--- src/rtl/tbeg_pkg.sv ---
// Shared constants and types for the two-body effective gravity block.
// No dependencies; used by every module under rtl.
package tbeg_pkg;

    localparam int COORD_WIDTH     = 16;
    localparam int RESULT_WIDTH    = 32;
    localparam int CFG_WIDTH       = 16;
    localparam int CFG_INDEX_WIDTH = 2;

    // register indexes on the configuration port
    localparam logic [CFG_INDEX_WIDTH-1:0] CFG_MASS_ONE   = 2'd0;
    localparam logic [CFG_INDEX_WIDTH-1:0] CFG_MASS_TWO   = 2'd1;
    localparam logic [CFG_INDEX_WIDTH-1:0] CFG_SEPARATION = 2'd2;

    localparam int MASS_W = 16;
    localparam int POS_W  = 17;
    localparam int SPIN_W = 48;
    localparam logic [SPIN_W-1:0] SPIN_MAX = '1;

    // squared distance, 24 fraction bits, and the floor standing for 1e-6
    localparam int DSQ_W = 35;
    localparam logic [DSQ_W-1:0] DIST_FLOOR = 35'd17;

    // inverse distance and inverse cube, 32 fraction bits
    localparam int ROOT_W = 26;
    localparam int INV_W  = 42;
    localparam int IR3_W  = 62;

    localparam int ISQ_STAGES = ROOT_W;
    localparam int DIV_STAGES = INV_W / 2;
    localparam int INV_LAT    = ISQ_STAGES + DIV_STAGES + 4;

    typedef struct packed {
        logic [MASS_W-1:0]        m1;
        logic [MASS_W-1:0]        m2;
        logic signed [POS_W-1:0]  body_one_x;
        logic signed [POS_W-1:0]  body_two_x;
        logic [SPIN_W-1:0]        spin;
    } geom_t;

endpackage

--- src/rtl/tbeg_cfg.sv ---
// Configuration registers and the sequencer that derives body positions and spin.
// Depends on tbeg_pkg.
module tbeg_cfg import tbeg_pkg::*; (
    input  logic                       clk,
    input  logic                       rst_n,
    input  logic                       cfg_write,
    input  logic [CFG_INDEX_WIDTH-1:0] cfg_index,
    input  logic [CFG_WIDTH-1:0]       cfg_data,
    output logic                       busy,
    output geom_t                      geom
);

    localparam logic [2:0] ST_IDLE = 3'd0;
    localparam logic [2:0] ST_PREP = 3'd1;
    localparam logic [2:0] ST_CUBE = 3'd2;
    localparam logic [2:0] ST_DIV  = 3'd3;
    localparam logic [2:0] ST_DONE = 3'd4;

    localparam logic [6:0] DIV_FIRST  = 7'd76;
    localparam logic [6:0] SPIN_SHIFT = 7'd60;
    localparam logic [6:0] POS_BITS   = 7'd32;

    logic [2:0]               state_reg, state_next;
    logic [MASS_W-1:0]        mass_one_reg, mass_one_next;
    logic [MASS_W-1:0]        mass_two_reg, mass_two_next;
    logic [15:0]              sep_reg, sep_next;
    logic signed [POS_W-1:0]  body1_reg, body1_next;
    logic signed [POS_W-1:0]  body2_reg, body2_next;
    logic [SPIN_W-1:0]        spin_reg, spin_next;

    logic [16:0] msum_reg, msum_next;
    logic [31:0] dsq_reg, dsq_next;
    logic [31:0] num1_reg, num1_next;
    logic [31:0] num2_reg, num2_next;
    logic [47:0] dcube_reg, dcube_next;
    logic [6:0]  cnt_reg, cnt_next;
    logic [47:0] rem_s_reg, rem_s_next;
    logic [16:0] rem1_reg, rem1_next;
    logic [16:0] rem2_reg, rem2_next;
    logic [47:0] q_s_reg, q_s_next;
    logic [16:0] q1_reg, q1_next;
    logic [16:0] q2_reg, q2_next;
    logic        qsat_reg, qsat_next;

    logic [6:0]  cnt_off;
    logic        ns_bit, n1_bit, n2_bit;
    logic [48:0] rs_shift, rs_diff;
    logic [17:0] r1_shift, r2_shift, r1_diff, r2_diff;
    logic        qs_bit, q1_bit, q2_bit;
    logic        index_ok;

    assign cnt_off  = cnt_reg - SPIN_SHIFT;
    assign ns_bit   = (cnt_reg >= SPIN_SHIFT) ? msum_reg[cnt_off[4:0]] : 1'b0;
    assign n1_bit   = (cnt_reg < POS_BITS) ? num1_reg[cnt_reg[4:0]] : 1'b0;
    assign n2_bit   = (cnt_reg < POS_BITS) ? num2_reg[cnt_reg[4:0]] : 1'b0;
    assign rs_shift = {rem_s_reg, ns_bit};
    assign rs_diff  = rs_shift - {1'b0, dcube_reg};
    assign qs_bit   = (rs_shift >= {1'b0, dcube_reg});
    assign r1_shift = {rem1_reg, n1_bit};
    assign r2_shift = {rem2_reg, n2_bit};
    assign r1_diff  = r1_shift - {1'b0, msum_reg};
    assign r2_diff  = r2_shift - {1'b0, msum_reg};
    assign q1_bit   = (r1_shift >= {1'b0, msum_reg});
    assign q2_bit   = (r2_shift >= {1'b0, msum_reg});
    assign index_ok = (cfg_index == CFG_MASS_ONE) || (cfg_index == CFG_MASS_TWO)
                   || (cfg_index == CFG_SEPARATION);

    always_comb
    begin
        state_next    = state_reg;
        mass_one_next = mass_one_reg;
        mass_two_next = mass_two_reg;
        sep_next      = sep_reg;
        body1_next    = body1_reg;
        body2_next    = body2_reg;
        spin_next     = spin_reg;
        msum_next     = msum_reg;
        dsq_next      = dsq_reg;
        num1_next     = num1_reg;
        num2_next     = num2_reg;
        dcube_next    = dcube_reg;
        cnt_next      = cnt_reg;
        rem_s_next    = rem_s_reg;
        rem1_next     = rem1_reg;
        rem2_next     = rem2_reg;
        q_s_next      = q_s_reg;
        q1_next       = q1_reg;
        q2_next       = q2_reg;
        qsat_next     = qsat_reg;

        case (state_reg)
            ST_IDLE:
            begin
            end
            ST_PREP:
            begin
                msum_next  = {1'b0, mass_one_reg} + {1'b0, mass_two_reg};
                dsq_next   = sep_reg * sep_reg;
                num1_next  = mass_two_reg * sep_reg;
                num2_next  = mass_one_reg * sep_reg;
                state_next = ST_CUBE;
            end
            ST_CUBE:
            begin
                dcube_next = dsq_reg * sep_reg;
                cnt_next   = DIV_FIRST;
                rem_s_next = '0;
                rem1_next  = '0;
                rem2_next  = '0;
                q_s_next   = '0;
                q1_next    = '0;
                q2_next    = '0;
                qsat_next  = 1'b0;
                state_next = ST_DIV;
            end
            ST_DIV:
            begin
                // one quotient bit per cycle for all three divisions
                rem_s_next = qs_bit ? rs_diff[47:0] : rs_shift[47:0];
                rem1_next  = q1_bit ? r1_diff[16:0] : r1_shift[16:0];
                rem2_next  = q2_bit ? r2_diff[16:0] : r2_shift[16:0];
                q_s_next   = {q_s_reg[46:0], qs_bit};
                q1_next    = {q1_reg[15:0], q1_bit};
                q2_next    = {q2_reg[15:0], q2_bit};
                qsat_next  = qsat_reg | q_s_reg[47];
                cnt_next   = cnt_reg - 7'd1;
                if (cnt_reg == 7'd0)
                begin
                    state_next = ST_DONE;
                end
            end
            ST_DONE:
            begin
                if (msum_reg == 17'd0)
                begin
                    body1_next = '0;
                    body2_next = '0;
                    spin_next  = '0;
                end
                else
                begin
                    body1_next = $signed(17'd0 - q1_reg);
                    body2_next = $signed(q2_reg);
                    if ((dcube_reg == 48'd0) || qsat_reg)
                    begin
                        spin_next = SPIN_MAX;
                    end
                    else
                    begin
                        spin_next = q_s_reg;
                    end
                end
                state_next = ST_IDLE;
            end
            default:
            begin
                state_next = ST_IDLE;
            end
        endcase

        // a write to a valid index restarts the derivation from the new register values
        if (cfg_write && index_ok)
        begin
            state_next = ST_PREP;
            case (cfg_index)
                CFG_MASS_ONE:   mass_one_next = cfg_data;
                CFG_MASS_TWO:   mass_two_next = cfg_data;
                CFG_SEPARATION: sep_next      = cfg_data;
                default:        sep_next      = sep_reg;
            endcase
        end
    end

    always_ff @(posedge clk or negedge rst_n)
    begin
        if (!rst_n)
        begin
            state_reg    <= ST_IDLE;
            mass_one_reg <= 16'd256;
            mass_two_reg <= 16'd256;
            sep_reg      <= 16'd4096;
            body1_reg    <= '0;
            body2_reg    <= '0;
            spin_reg     <= '0;
        end
        else
        begin
            state_reg    <= state_next;
            mass_one_reg <= mass_one_next;
            mass_two_reg <= mass_two_next;
            sep_reg      <= sep_next;
            body1_reg    <= body1_next;
            body2_reg    <= body2_next;
            spin_reg     <= spin_next;
        end
    end

    always_ff @(posedge clk)
    begin
        msum_reg  <= msum_next;
        dsq_reg   <= dsq_next;
        num1_reg  <= num1_next;
        num2_reg  <= num2_next;
        dcube_reg <= dcube_next;
        cnt_reg   <= cnt_next;
        rem_s_reg <= rem_s_next;
        rem1_reg  <= rem1_next;
        rem2_reg  <= rem2_next;
        q_s_reg   <= q_s_next;
        q1_reg    <= q1_next;
        q2_reg    <= q2_next;
        qsat_reg  <= qsat_next;
    end

    assign busy            = (state_reg != ST_IDLE);
    assign geom.m1         = mass_one_reg;
    assign geom.m2         = mass_two_reg;
    assign geom.body_one_x = body1_reg;
    assign geom.body_two_x = body2_reg;
    assign geom.spin       = spin_reg;

endmodule

--- config.mk ---
export PLATFORM = sky130hd
export DESIGN_NAME = tbeg_cfg
export DESIGN_NICKNAME = d
export VERILOG_FILES = /design/src/rtl/tbeg_pkg.sv /design/src/rtl/tbeg_cfg.sv
export SDC_FILE = /design/constraint.sdc
export NUM_CORES = 2
export LEC_CHECK = 0
export BUFFER_PORTS_ARGS = -buffer_cell sky130_fd_sc_hd__clkbuf_2
export CAP_MARGIN = 30
export CORE_MARGIN = 5
export CORE_UTILIZATION = 43
export DETAILED_ROUTE_END_ITERATION = 8
export RECOVER_POWER = 50
export SETUP_SLACK_MARGIN = 0.2
export SLEW_MARGIN = 20
export SYNTH_ARGS = -nofsm -noshare
export SYNTH_HDL_FRONTEND = slang
export SYNTH_SLANG_ARGS = --single-unit
--- constraint.sdc ---
create_clock -name clk -period 9.9 [get_ports clk]
set_clock_uncertainty 0.2 [all_clocks]
set_input_delay 0.99 -clock clk [delete_from_list [all_inputs] [get_ports clk]]
set_output_delay 0.99 -clock clk [all_outputs]
set_load 0.01 [all_outputs]
==> impl_metrics.json <==
{
  "status": "finished with violations",
  "violations": "capacitance limit, slew limit",
  "synthCells": 6590,
  "cts_hold_buf": 0,
  "ys.flop_type": "edfxtp_1",
  "grt-ovfl-total": 0,
  "dieArea_mm2": 0.154,
  "syn_area_per_cell_um2": 9.52,
  "hold_viol": 0,
  "drt_first_iter_violations": 2634,
  "period_needed_ns": 8.38,
  "timing.rr.start": "sep_reg[1]$_DFFE_PN0P_",
  "drive_gt1_share_pct": 4.92,
  "ys_top_cells_by_area": "fa_1, edfxtp_1, ha_1, inv_1, nand2_1",
  "avgViaCountPerCell": 5.28,
  "worstHoldStart": "spin_reg[27]$_DFFE_PN0N_",
  "drt.antenna.violating_nets": 0,
  "area_growth_pct": 7.23,
  "drcViolationCount": 0,
  "place_congestion": 0.864,
  "cap_violations": 13,
  "vias": 45000,
  "syn_area_mm2": 0.0627,
  "min_to": "spin_reg[27]$_DFFE_PN0N_",
  "r2r_cells": 25,
  "dp_hpwl_mm": 118,
  "synth_edf_count": 332,
  "setup_viol": 0,
  "end_kind": "flop",
  "rrSetupSlack_ns": 1.52,
  "hp-class": "reg2reg",
  "clkLatencyLatePin_ns": 0.67,
  "cts_tree": "yes",
  "cts_setup_buffers": 0,
  "grt_max_degree": 186,
  "gr-usage-all-layers_pct": 21.0,
  "yosysTopAreaCellShare_pct": 30.9,
  "worstSetupStartpointType": "flop",
  "timing.rr.end": "dsq_reg[30]$_DFFE_PP_",
  "critPathRequiredTime_ns": 10.08,
  "clock.fmax_ghz": 0.119,
  "async_flop_share_pct": 28.6,
  "max_slew_margin_pct": -159,
  "synth-seq-area-share_pct": 21.2,
  "fin_setup_tns_ns": 0,
  "layout.cells.most_common": "inv_1",
  "initial_utilization_pct": 43.1,
  "cts_resized": 0,
  "drv_slew": 615,
  "h-tree-depth": 2,
  "core_area_mm2": 0.145,
  "rows": 140,
  "die_w_um": 392,
  "antenna_found_initial": 6,
  "max-clock-path-buffers": 3,
  "clk_pin_slew_ns": 0.07,
  "worst_slew_pin_slew_ns": 3.89,
  "root_buffer": "clkbuf_16",
  "drt_pass1_iterations": 5,
  "grt_pass1_wl_mm": 258,
  "drt-wirelength-per-cell_um": 18.7,
  "synth_seq_cells": 465,
  "grt_pass1_vias": 46500,
  "cp_max_fo": 31,
  "synth_warnings": 0,
  "path_class": "reg2reg",
  "nNetsFinal": 8075,
  "yosysUniqueCellTypes": 86,
  "fp.dieH_um": 392,
  "hold_path_depth": 2,
  "ios": 136,
  "cts_buffers": 57,
  "rsz0062_at_grt": "false",
  "finalCritPeriodShare_pct": 84.6,
  "yosysTopAreaCell": "fa_1",
  "port_buffers": 135,
  "cp.arrival_ns": 8.55,
  "cts.sinks": 465,
  "layout_common_cells": "inv_1, nand2_1, fa_1, ha_1, and2_1",
  "routed_wl_mm": 160
}
-- cells by family after synthesis --
group / share of synthesized area [%]
compound gates: 7.50
mux: 2.16
buf+inv: 9.47
simple gates: 15.0
xor+xnor: 3.21
flops: 21.2
fa+ha+maj: 41.4
other cells: 0.0120
-- Yosys cell counts, types with 63 or more instances --
cell,n
a21oi_1,223
fa_1,967
xor2_1,63
xnor2_1,167
edfxtp_1,332
nand2_1,980
ha_1,530
dfrtp_1,130
nor2_1,206
a21o_1,97
o21ai_0,169
inv_1,1273
clkbuf_1,280
and3_1,102
and2_1,438
-- worst max path at each step --
| stage | depth (start not counted) | start | slack [ns] | endpoint |
|---|---|---|---|---|
| floorplan | 26 | sep_reg[2]$_DFFE_PN0P_ | 2.79 | num1_reg[28]$_DFFE_PP_ |
| global route | 25 | sep_reg[1]$_DFFE_PN0P_ | 0.98 | dsq_reg[30]$_DFFE_PP_ |
| CTS | 21 | sep_reg[5]$_DFFE_PN0P_ | 2.25 | dcube_reg[31]$_DFFE_PP_ |
| global placement | 23 | sep_reg[1]$_DFFE_PN0P_ | 2.21 | num1_reg[28]$_DFFE_PP_ |
| finish | 25 | sep_reg[1]$_DFFE_PN0P_ | 1.52 | dsq_reg[30]$_DFFE_PP_ |
| detailed placement | 23 | sep_reg[5]$_DFFE_PN0P_ | 2.31 | dcube_reg[46]$_DFFE_PP_ |
-- final cells by class --
type                            count  area, um^2
Clock inverter                     33         494
Sequential cell                   465       13300
Timing Repair Buffer              202        1120
Inverter                         1275        4790
Multi-Input combinational cell   4556       43500
Clock buffer                       74        1580
Tap cell                         1917        2400
Antenna cell                        4        10.0
Fill cell                       13900       78100
-- metal layers --
metal | wire [um] | track usage (%)
met3 | 10300 | 3.23
met2 | 74700 | 34.7
met5 | 13 | 0
met1 | 71700 | 29.7
met4 | 2940 | 4.23
-- through the flow --
step	hold slack, ns	cell area (um^2)	setup WS (ns)	instances	util (%)
final	0.262	67200	1.52	8526	46.2
after CTS	0.218	67400	2.25	8518	46.4
after global routing	0.290	67200	0.979	8522	46.2
after floorplan	0.243	62700	2.79	6596	-
after detailed placement	0.256	65300	2.31	8411	44.9
after global placement	0.249	65200	2.21	8405	44.9
-- worst max-delay path, stage by stage, from the launching register on --
cell and delay, ns:
dfrtp_1 0.80, buf_12 0.30, clkbuf_1 0.93, nand2_1 0.30, fa_1 0.58, inv_1 0.05, fa_1 0.53, inv_1 0.05
fa_1 0.50, inv_1 0.06, fa_1 0.53, inv_1 0.05, fa_1 0.47, inv_1 0.05, fa_1 0.44, ha_1 0.37
nand3_1 0.13, nor2_1 0.22, nand4_1 0.21, a31oi_1 0.42, o31ai_1 0.16, o21ai_0 0.25, o31ai_1 0.14, o21bai_1 0.14
a21oi_1 0.09, xnor2_1 0.12
Power is not shown: default switching activity piles up to over one toggle a cycle in this logic, so the estimate is an artifact.
